## config.mk

```make
export PLATFORM = sky130hd
export DESIGN_NAME = thermistor_adc_to_temperature
export DESIGN_NICKNAME = d
export VERILOG_FILES = /design/src/hw/rtl/tadc_pkg.sv /design/src/hw/rtl/tadc_div.sv /design/src/hw/rtl/tadc_seg.sv /design/src/hw/rtl/thermistor_adc_to_temperature.sv
export SDC_FILE = /design/constraint.sdc
export NUM_CORES = 2
export LEC_CHECK = 0
export BUFFER_PORTS_ARGS = -buffer_cell sky130_fd_sc_hd__buf_2
export CAP_MARGIN = 20
export CORE_ASPECT_RATIO = 2
export CORE_MARGIN = 2
export CORE_UTILIZATION = 45
export CTS_BUF_LIST = sky130_fd_sc_hd__clkbuf_8 sky130_fd_sc_hd__clkbuf_16
export DETAILED_ROUTE_END_ITERATION = 6
export GPL_ROUTABILITY_DRIVEN = 1
export GPL_TIMING_DRIVEN = 0
export PLACE_DENSITY = 0.69
export REMOVE_ABC_BUFFERS = 1
export SLEW_MARGIN = 30
export SYNTH_ARGS = -nofsm -noshare
export SYNTH_HDL_FRONTEND = slang
export SYNTH_SLANG_ARGS = --single-unit
```

## constraint.sdc

```tcl
create_clock -name clk -period 5.29 [get_ports clk]
set_clock_uncertainty 0.05 [all_clocks]
set_input_delay 0.2645 -clock clk [delete_from_list [all_inputs] [get_ports clk]]
set_output_delay 0.2645 -clock clk [all_outputs]
set_load 0.05 [all_outputs]
```

## src/hw/rtl/tadc_pkg.sv

```systemverilog
// ----------------------------------------------------------------------------
// tadc_pkg - shared constants, types and functions of the thermistor converter
// Holds the resistance/temperature table, the field widths and the tag that
// travels with an item through the interpolation divider.
// ----------------------------------------------------------------------------
package tadc_pkg;

  localparam int STORED_POINTS    = 18;
  localparam int TABLE_POINTS_DEF = 18;
  localparam int FRAC_BITS_DEF    = 16;

  localparam int MV_W      = 12;
  localparam int TEMP_W    = 12;
  localparam int SUPPLY_MV = 3300;

  // Width of the supply-minus-voltage divisor and of 10*mv (at most 40950).
  localparam int DEN1_W  = 12;
  localparam int MVX10_W = 16;

  // A resistance inside the table is below 256 k, a segment span below 128 k.
  localparam int SEG_INT_W = 8;

  // The interpolation offset never exceeds 100 tenths.
  localparam int OFF_W = 7;

  // Register stages of the segment locator.
  localparam int SEG_STAGES = 5;

  localparam int RES_W    = 22;
  localparam int PT_SCALE = 10000;

  localparam int TOP_TENTHS  = 1300;
  localparam int STEP_TENTHS = 100;
  localparam int MIN_TENTHS  = -400;

  localparam int IDX_W = $clog2(STORED_POINTS);

  typedef logic [RES_W-1:0] res_arr_t [STORED_POINTS];

  // Resistance in units of 1/10000 kilohm, ascending; temperature descends
  // from 130 C in 10 degree steps.
  localparam res_arr_t RES_TABLE = '{
    22'd3952,   22'd5046,   22'd6510,   22'd8502,    22'd11240,   22'd15060,
    22'd20470,  22'd28230,  22'd39580,  22'd56480,   22'd82210,   22'd121240,
    22'd186800, 22'd293700, 22'd477300, 22'd803600,  22'd1400000, 22'd2496000
  };

  typedef struct packed {
    logic             ok;
    logic [IDX_W-1:0] idx;
  } seg_tag_t;

  // Fixed-point value of a table point, rounded half up.
  function automatic logic [63:0] point_fx(int idx, int frac);
    logic [63:0] v;
    v = 64'(RES_TABLE[idx]) << frac;
    return (v + 64'(PT_SCALE / 2)) / 64'(PT_SCALE);
  endfunction

  // Temperature of a table point in tenths of a degree.
  function automatic logic signed [TEMP_W-1:0] point_temp(logic [IDX_W-1:0] idx);
    return TEMP_W'(TOP_TENTHS - STEP_TENTHS * int'(idx));
  endfunction

endpackage

```

## src/hw/rtl/tadc_div.sv

```systemverilog
// ----------------------------------------------------------------------------
// tadc_div - pipelined restoring divider
// Resolves one quotient bit per register stage and carries a tag alongside.
// The upper DEN_W bits of the numerator must be below the divisor.
// ----------------------------------------------------------------------------
module tadc_div
  import tadc_pkg::*;
#(
  parameter int DEN_W = DEN1_W,
  parameter int Q_W   = OFF_W,
  parameter int TAG_W = 1
) (
  input  logic                   clk,
  input  logic                   rst_n,
  input  logic                   in_valid,
  input  logic [Q_W+DEN_W-1:0]   in_num,
  input  logic [DEN_W-1:0]       in_den,
  input  logic [TAG_W-1:0]       in_tag,
  output logic                   out_valid,
  output logic [Q_W-1:0]         out_quo,
  output logic [TAG_W-1:0]       out_tag
);

  logic             vld_r   [Q_W];
  logic [DEN_W-1:0] rem_r   [Q_W];
  logic [Q_W-1:0]   low_r   [Q_W];
  logic [DEN_W-1:0] den_r   [Q_W];
  logic [TAG_W-1:0] tag_r   [Q_W];

  logic             vld_nxt [Q_W];
  logic [DEN_W-1:0] rem_in  [Q_W];
  logic [Q_W-1:0]   low_in  [Q_W];
  logic [DEN_W-1:0] den_nxt [Q_W];
  logic [TAG_W-1:0] tag_nxt [Q_W];
  logic [DEN_W:0]   trial   [Q_W];
  logic             ge      [Q_W];
  logic [DEN_W-1:0] rem_nxt [Q_W];
  logic [Q_W-1:0]   low_nxt [Q_W];

  always_comb begin
    vld_nxt[0] = in_valid;
    rem_in[0]  = in_num[Q_W+DEN_W-1:Q_W];
    low_in[0]  = in_num[Q_W-1:0];
    den_nxt[0] = in_den;
    tag_nxt[0] = in_tag;
    for (int s = 1; s < Q_W; s++) begin
      vld_nxt[s] = vld_r[s-1];
      rem_in[s]  = rem_r[s-1];
      low_in[s]  = low_r[s-1];
      den_nxt[s] = den_r[s-1];
      tag_nxt[s] = tag_r[s-1];
    end
    // Each stage shifts in one numerator bit and tries one subtraction.
    for (int s = 0; s < Q_W; s++) begin
      trial[s]   = {rem_in[s], low_in[s][Q_W-1]};
      ge[s]      = trial[s] >= {1'b0, den_nxt[s]};
      rem_nxt[s] = ge[s] ? DEN_W'(trial[s] - {1'b0, den_nxt[s]}) : DEN_W'(trial[s]);
      low_nxt[s] = {low_in[s][Q_W-2:0], ge[s]};
    end
  end

  always_ff @(posedge clk) begin
    if (!rst_n) begin
      for (int s = 0; s < Q_W; s++) vld_r[s] <= 1'b0;
    end else begin
      for (int s = 0; s < Q_W; s++) vld_r[s] <= vld_nxt[s];
    end
  end

  always_ff @(posedge clk) begin
    for (int s = 0; s < Q_W; s++) begin
      rem_r[s] <= rem_nxt[s];
      low_r[s] <= low_nxt[s];
      den_r[s] <= den_nxt[s];
      tag_r[s] <= tag_nxt[s];
    end
  end

  assign out_valid = vld_r[Q_W-1];
  assign out_quo   = low_r[Q_W-1];
  assign out_tag   = tag_r[Q_W-1];

endmodule

```

## src/hw/rtl/tadc_seg.sv

```systemverilog
// ----------------------------------------------------------------------------
// tadc_seg - table segment locator
// Compares the resistance against the table points, picks the bracketing
// segment and forms the numerator and divisor of the rounded offset.
// ----------------------------------------------------------------------------
module tadc_seg
  import tadc_pkg::*;
#(
  parameter int TABLE_POINTS = TABLE_POINTS_DEF,
  parameter int FRAC_BITS    = FRAC_BITS_DEF
) (
  input  logic                                   clk,
  input  logic                                   rst_n,
  input  logic                                   in_valid,
  input  logic [MVX10_W+FRAC_BITS-1:0]           in_res,
  input  logic                                   in_mv_ok,
  output logic                                   out_valid,
  output logic [OFF_W+SEG_INT_W+FRAC_BITS-1:0]   out_num,
  output logic [SEG_INT_W+FRAC_BITS-1:0]         out_den,
  output seg_tag_t                               out_tag
);

  localparam int Q1_W   = MVX10_W + FRAC_BITS;
  localparam int RW     = SEG_INT_W + FRAC_BITS;
  localparam int NUM2_W = OFF_W + RW;
  localparam int COUNT  = (TABLE_POINTS < STORED_POINTS) ? TABLE_POINTS : STORED_POINTS;

  logic [RW-1:0] pt_tbl [STORED_POINTS];

  for (genvar g = 0; g < STORED_POINTS; g++) begin : g_pt
    assign pt_tbl[g] = RW'(point_fx(g, FRAC_BITS));
  end

  // Stage A: compare against every point up to TABLE_POINTS.
  logic                     sa_vld_r;
  logic                     sa_mv_ok_r, sa_below_r, sa_above_r;
  logic [STORED_POINTS-1:0] sa_lt_r;
  logic [RW-1:0]            sa_res_r;
  logic                     sa_below_nxt, sa_above_nxt;
  logic [STORED_POINTS-1:0] sa_lt_nxt;

  // Only interior points are counted, so the index is bounded to the last
  // segment and a value equal to the first point lands in segment zero.
  always_comb begin
    sa_lt_nxt = '0;
    for (int i = 1; i < COUNT - 1; i++) begin
      sa_lt_nxt[i] = Q1_W'(pt_tbl[i]) < in_res;
    end
    sa_below_nxt = in_res < Q1_W'(pt_tbl[0]);
    sa_above_nxt = Q1_W'(pt_tbl[COUNT-1]) < in_res;
  end

  // Stage B: segment index.
  logic          sb_vld_r;
  seg_tag_t      sb_tag_r, sb_tag_nxt;
  logic [RW-1:0] sb_res_r;

  always_comb begin
    sb_tag_nxt.ok  = sa_mv_ok_r & ~sa_below_r & ~sa_above_r;
    sb_tag_nxt.idx = IDX_W'($countones(sa_lt_r));
  end

  // Stage C: fetch segment end points.
  logic          sc_vld_r;
  seg_tag_t      sc_tag_r;
  logic [RW-1:0] sc_res_r, sc_t0_r, sc_t1_r;
  logic [RW-1:0] sc_t0_nxt, sc_t1_nxt;

  always_comb begin
    sc_t0_nxt = pt_tbl[sb_tag_r.idx];
    sc_t1_nxt = pt_tbl[sb_tag_r.idx + IDX_W'(1)];
  end

  // Stage D: distance into the segment and segment span.
  logic          sd_vld_r;
  seg_tag_t      sd_tag_r;
  logic [RW-1:0] sd_x_r, sd_span_r;
  logic [RW-1:0] sd_x_nxt, sd_span_nxt;

  always_comb begin
    sd_x_nxt    = sc_res_r - sc_t0_r;
    sd_span_nxt = sc_t1_r - sc_t0_r;
  end

  // Stage E: numerator 200*x + span and divisor 2*span for a rounded quotient.
  logic              se_vld_r;
  seg_tag_t          se_tag_r;
  logic [NUM2_W-1:0] se_num_r, se_num_nxt;
  logic [RW-1:0]     se_den_r, se_den_nxt;

  always_comb begin
    se_num_nxt = (NUM2_W'(sd_x_r) << 7) + (NUM2_W'(sd_x_r) << 6)
               + (NUM2_W'(sd_x_r) << 3) + NUM2_W'(sd_span_r);
    se_den_nxt = {sd_span_r[RW-2:0], 1'b0};
  end

  always_ff @(posedge clk) begin
    if (!rst_n) begin
      sa_vld_r <= 1'b0;
      sb_vld_r <= 1'b0;
      sc_vld_r <= 1'b0;
      sd_vld_r <= 1'b0;
      se_vld_r <= 1'b0;
    end else begin
      sa_vld_r <= in_valid;
      sb_vld_r <= sa_vld_r;
      sc_vld_r <= sb_vld_r;
      sd_vld_r <= sc_vld_r;
      se_vld_r <= sd_vld_r;
    end
  end

  always_ff @(posedge clk) begin
    sa_mv_ok_r <= in_mv_ok;
    sa_below_r <= sa_below_nxt;
    sa_above_r <= sa_above_nxt;
    sa_lt_r    <= sa_lt_nxt;
    sa_res_r   <= in_res[RW-1:0];
    sb_tag_r   <= sb_tag_nxt;
    sb_res_r   <= sa_res_r;
    sc_tag_r   <= sb_tag_r;
    sc_res_r   <= sb_res_r;
    sc_t0_r    <= sc_t0_nxt;
    sc_t1_r    <= sc_t1_nxt;
    sd_tag_r   <= sc_tag_r;
    sd_x_r     <= sd_x_nxt;
    sd_span_r  <= sd_span_nxt;
    se_tag_r   <= sd_tag_r;
    se_num_r   <= se_num_nxt;
    se_den_r   <= se_den_nxt;
  end

  assign out_valid = se_vld_r;
  assign out_num   = se_num_r;
  assign out_den   = se_den_r;
  assign out_tag   = se_tag_r;

endmodule

```

## src/hw/rtl/thermistor_adc_to_temperature.sv

```systemverilog
// ----------------------------------------------------------------------------
// thermistor_adc_to_temperature - NTC divider voltage to temperature
// Converts a divider voltage in millivolts into tenths of a degree Celsius by
// table lookup and linear interpolation, fully pipelined.
// ----------------------------------------------------------------------------
//
//  Channel  | Ports                                        | Handshake
//  ---------+----------------------------------------------+---------------------------
//  input    | start, busy, in_adc_mv                       | start high, busy low
//  result   | out_valid, out_temp_tenths, out_in_range     | one-cycle strobe, no stall
//
// One item may be started in every cycle. Each item passes through the input
// register, the resistance divider, which resolves one of its 16 + FRAC_BITS
// quotient bits per stage, the five locator stages, the seven-stage offset
// divider and the output register. Reset is synchronous and clears every
// valid bit; busy is high only while reset is held. The receiver cannot
// stall, so the pipeline never stops.
//
module thermistor_adc_to_temperature
  import tadc_pkg::*;
#(
  parameter int TABLE_POINTS = TABLE_POINTS_DEF,
  parameter int FRAC_BITS    = FRAC_BITS_DEF
) (
  input  logic                     clk,
  input  logic                     rst_n,
  input  logic                     start,
  output logic                     busy,
  input  logic [MV_W-1:0]          in_adc_mv,
  output logic                     out_valid,
  output logic signed [TEMP_W-1:0] out_temp_tenths,
  output logic                     out_in_range
);

  localparam int Q1_W    = MVX10_W + FRAC_BITS;
  localparam int RW      = SEG_INT_W + FRAC_BITS;
  localparam int NUM2_W  = OFF_W + RW;
  localparam int TAG_W   = $bits(seg_tag_t);
  localparam int LATENCY = 1 + Q1_W + SEG_STAGES + OFF_W + 1;

  // The pipeline never holds an item back, so the only time no item is
  // taken is while reset is applied.
  assign busy = ~rst_n;

  // Input register.
  logic            s0_vld_r;
  logic [MV_W-1:0] s0_mv_r;

  always_ff @(posedge clk) begin
    if (!rst_n) begin
      s0_vld_r <= 1'b0;
    end else begin
      s0_vld_r <= start & ~busy;
    end
  end

  always_ff @(posedge clk) begin
    s0_mv_r <= in_adc_mv;
  end

  // Resistance R = 10*mv / (3300 - mv) in kilohms with FRAC_BITS fraction
  // bits. A voltage at or above the supply is flagged here; the divider
  // result for it is ignored downstream.
  logic [MVX10_W-1:0]     mv_x10;
  logic [DEN1_W+Q1_W-1:0] div1_num;
  logic [DEN1_W-1:0]      div1_den;
  logic [0:0]             div1_tag;

  always_comb begin
    mv_x10   = (MVX10_W'(s0_mv_r) << 3) + (MVX10_W'(s0_mv_r) << 1);
    div1_num = {DEN1_W'(0), mv_x10, FRAC_BITS'(0)};
    div1_den = DEN1_W'(SUPPLY_MV) - s0_mv_r;
    div1_tag = s0_mv_r < MV_W'(SUPPLY_MV);
  end

  logic            res_vld;
  logic [Q1_W-1:0] res_val;
  logic [0:0]      res_tag;

  tadc_div #(
    .DEN_W (DEN1_W),
    .Q_W   (Q1_W),
    .TAG_W (1)
  ) u_res_div (
    .clk       (clk),
    .rst_n     (rst_n),
    .in_valid  (s0_vld_r),
    .in_num    (div1_num),
    .in_den    (div1_den),
    .in_tag    (div1_tag),
    .out_valid (res_vld),
    .out_quo   (res_val),
    .out_tag   (res_tag)
  );

  // Segment search and operand preparation for the interpolation.
  logic              seg_vld;
  logic [NUM2_W-1:0] seg_num;
  logic [RW-1:0]     seg_den;
  seg_tag_t          seg_tag;

  tadc_seg #(
    .TABLE_POINTS (TABLE_POINTS),
    .FRAC_BITS    (FRAC_BITS)
  ) u_seg (
    .clk       (clk),
    .rst_n     (rst_n),
    .in_valid  (res_vld),
    .in_res    (res_val),
    .in_mv_ok  (res_tag[0]),
    .out_valid (seg_vld),
    .out_num   (seg_num),
    .out_den   (seg_den),
    .out_tag   (seg_tag)
  );

  // Rounded offset in tenths: (200*x + span) / (2*span), never above 100.
  // The table is strictly ascending, so the span is never zero.
  logic             off_vld;
  logic [OFF_W-1:0] off_val;
  logic [TAG_W-1:0] off_tag_raw;
  seg_tag_t         off_tag;

  tadc_div #(
    .DEN_W (RW),
    .Q_W   (OFF_W),
    .TAG_W (TAG_W)
  ) u_off_div (
    .clk       (clk),
    .rst_n     (rst_n),
    .in_valid  (seg_vld),
    .in_num    (seg_num),
    .in_den    (seg_den),
    .in_tag    (seg_tag),
    .out_valid (off_vld),
    .out_quo   (off_val),
    .out_tag   (off_tag_raw)
  );

  assign off_tag = off_tag_raw;

  // Output register: the segment start temperature minus the offset, or zero
  // with the range flag clear when the voltage is at or above the supply or the resistance is off the table.
  logic                     out_vld_r;
  logic signed [TEMP_W-1:0] out_temp_r, out_temp_nxt;
  logic                     out_range_r;

  always_comb begin
    if (off_tag.ok) begin
      out_temp_nxt = point_temp(off_tag.idx) - $signed(TEMP_W'(off_val));
    end else begin
      out_temp_nxt = '0;
    end
  end

  always_ff @(posedge clk) begin
    if (!rst_n) begin
      out_vld_r <= 1'b0;
    end else begin
      out_vld_r <= off_vld;
    end
  end

  always_ff @(posedge clk) begin
    out_temp_r  <= out_temp_nxt;
    out_range_r <= off_tag.ok;
  end

  assign out_valid       = out_vld_r;
  assign out_temp_tenths = out_temp_r;
  assign out_in_range    = out_range_r;

  // Every accepted item comes out after the fixed latency.
  a_item_out: assert property (@(posedge clk) disable iff (!rst_n)
    (start && !busy) |-> ##LATENCY out_valid)
    else $error("accepted item did not come out after the pipeline latency");

  // No result appears without an item accepted that long before.
  a_no_extra: assert property (@(posedge clk) disable iff (!rst_n)
    out_valid |-> $past(start && !busy, LATENCY))
    else $error("result strobe without a matching accepted item");

  // A voltage at or above the supply is never reported in range.
  a_supply: assert property (@(posedge clk) disable iff (!rst_n)
    (start && !busy && (in_adc_mv >= MV_W'(SUPPLY_MV))) |-> ##LATENCY !out_in_range)
    else $error("voltage above supply reported in range");

  // An in-range temperature lies within the table span.
  a_span: assert property (@(posedge clk) disable iff (!rst_n)
    (out_valid && out_in_range) |->
      ((out_temp_tenths >= MIN_TENTHS) && (out_temp_tenths <= TOP_TENTHS)))
    else $error("in-range temperature outside the table span");

endmodule

```

==> impl_metrics.toml <==
[outcome]
status = "complete, no violations"

[grt]
grt.overflow.total = 0
grt_pass1_wl_um = 268000
grt_max_degree = 48
grt_pass1_vias = 55236
antenna_found_initial = 6
grtUsageTotal_pct = 18.7

[synthesis]
synth_flop_cell = "dfxtp_1"
ys_warn_count = 0
yosysSeqAreaShare_pct = 52.6
synth_area_per_cell_um2 = 10.3
synth_cell_type_count = 89
synth_area_leaders = "dfxtp_1 (53%), ha_1 (11%), inv_1 (4.3%), a21oi_1 (3.0%), xnor2_1 (3.0%)"
postSynth.asyncResetShare_pct = 0
synth_edf_count = 0
synthesis.area_um2 = 79300
yosys.area.top_type = "dfxtp_1"
ys_ff_latch = 2084
synth.most_common_cell = "dfxtp_1"
syn-instance-count = 7722
synth_common_cells = "dfxtp_1 (2,084), inv_1 (900), ha_1 (678)"
synth.top_cell.area_share_pct = 52.6

[clocking]
cts_sinks = 2084
clockBufferDepth = 4
clockRootBuffer = "clkbuf_16"
htreeDepth = 4
clk_pin_slew_ns = 0.07
cts.hold.buffers_added = 27
numCtsBuffers = 183
cts_resized = 0
cts_tree = "done"
post_cts_buffers = 0
clk_latency_ns = 0.84

[placement]
routabilityCongestion = 0.935
dp_hpwl_um = 133000
io_buffers = 29

[sta]
maxSlewViolCount = 0
fmax_mhz = 226
final-hold-violation-count = 0
worstMarginPinSlew_ns = 0.967
finalCritPeriodShare_pct = 83.8
min_period_ns = 4.43
hold_ws_ns = 0.234
rsz0062_at_grt = "false"
setup_viol = 0
maxSlewHeadroom_pct = 35.4
fin_tns_setup_ns = 0

[floorplan]
num_rows = 217
io_pins = 30
core_area_um2 = 175000
die_w_um = 301
dieArea_um2 = 180000
die_h_um = 598
start_util_pct = 45.3

[detailed_routing]
ant_nets = 0
drcViolationCount = 0
drt_iter0_drc = 2199
wl_um = 171000
num_vias = 52696
routedWlPerCell_um = 16.6
viasPerCell = 5.11
drtPass1Iterations = 6

[critical_path]
crit_arrival_ns = 5.10
path_cells = "ha_1, fa_1, a21o_1, a21oi_1, o21bai_1, a21oi_1, o21ai_0, nand3_1, nand2_1, nand3_1, ha_1, inv_1, ha_1, a21oi_1, nor4_1, nand3_1, inv_1, and2_1"
cpPeakStageDelay_ns = 0.44
critPathSlowestCell = "nand3_1"
start_kind = "flop"
setup.worst_path.class = "flop to flop"
cp.required_ns = 5.96
worst-path-buf-inv = 2
crit_fanout = 12
crit_family = "adder cells"
end_kind = "flop"

[cells_and_area]
nNetsFinal = 8635
drive_above_1_share_pct = 6.18
synthToLayoutAreaGrowth_pct = 11.9
final_core_util_pct = 50.7
fillers = 15504

[min_path]
hold_path_class = "flop to flop"

[run]
maxCapViolCount = 0
logic make-up (layout without fill, tap and decap cells):
| kind of cell | after synthesis | in the layout | share of synthesized area, % |
|---|---|---|---|
| AOI/OAI and AO/OA | 1702 | 1702 | 13.4 |
| xor gates and xnor gates | 451 | 451 | 4.98 |
| adders and majority gates | 767 | 767 | 13.0 |
| buffers and inverters | 1037 | 1306 | 4.99 |
| DFF | 2084 | 2084 | 52.6 |
| muxes | 123 | 123 | 1.80 |
| other | 0 | 13 | 0 |
| and+or+nand+nor | 1558 | 1558 | 9.20 |
path summary, 6_finish.rpt:
| check | start | end | slack, ns | cells past startpoint |
|---|---|---|---|---|
| setup / recovery | s0_mv_r[2]$_DFF_P_ | u_res_div.rem_r[0][1]$_SDFF_PN0_ | 0.86 | 18 |
| hold / removal | u_res_div.low_r[1][470]$_DFF_P_ | u_res_div.low_r[1][503]$_DFF_P_ | 0.23 | 0 |
| setup reg to reg | s0_mv_r[2]$_DFF_P_ | u_res_div.rem_r[0][1]$_SDFF_PN0_ | 0.86 | 18 |
| hold reg to reg | u_res_div.low_r[1][470]$_DFF_P_ | u_res_div.low_r[1][503]$_DFF_P_ | 0.23 | 0 |
cell type report:
| type | instances | area [um2] | share of cell area (%) |
|---|---|---|---|
| clock inverter | 106 | 1190 | 1.34 |
| clock buffer | 217 | 5060 | 5.70 |
| multi-input combinational | 4601 | 33700 | 38.0 |
| tap | 2299 | 2880 | 3.24 |
| sequential | 2084 | 41700 | 47.0 |
| inverter | 902 | 3390 | 3.82 |
| timing repair buffer | 81 | 687 | 0.775 |
| antenna | 13 | 32.5 | 0.0367 |
per-layer routing:
layer	global-route usage (%)	routed length (um)	part of all wire, %
met2	40.1	101000	59
met4	15.3	14500	8.5
met1	13.6	51100	30
met3	2.55	4570	2.7
met5	0	24	0.014
flip-flops by register name, summed over array words and instances (netlist names), 24 cells and up:
signal	flops
u_seg.sd_x_r	24
u_off_div.tag_r	42
u_seg.sd_span_r	24
u_off_div.den_r	124
u_seg.sc_res_r	24
u_seg.sb_res_r	24
u_off_div.low_r	46
u_seg.sa_res_r	24
u_res_div.rem_r	372
u_seg.sc_t0_r	24
u_seg.sc_t1_r	24
u_off_div.rem_r	144
u_res_div.vld_r	32
u_seg.out_num	31
u_res_div.tag_r	32
u_res_div.den_r	372
u_res_div.low_r	619
per-stage QoR:
step           area [um2]  worst slack (ns)  std cells
2_1_floorplan       78700              1.43       7587
3_3_place_gp        81700            -0.526       9915
3_5_place_dp        82100             0.896       9940
4_1_cts             88700             0.857      10290
5_1_grt             88700             0.535      10301
6_report            88700             0.858      10303
layout by cell type, fill, tap and decap left out, drive strengths merged, types with 14 or more instances in the layout:
master       instances
o211ai              21
or2                 14
nor2b              108
nor3b               22
a221oi              28
nand4               84
nand2b              71
o21a                60
fa                  89
dlygate4sd3         27
o21ai              467
a211oi              52
inv                935
and3                25
nand2              486
a21o               268
xnor2              270
a31oi               67
nor3                76
a21oi              476
clkbuf             217
xor2               181
o31a                17
and2                68
dfxtp             2084
nor4                22
buf                 54
nor2               442
mux2i               22
ha                 678
o31ai               52
mux2               101
bufinv              20
clkinv              40
o21bai              57
a21boi              32
or3                 14
nand3              100
Power is not shown: default switching activity piles up to over one toggle a cycle in this logic, so the estimate is an artifact.
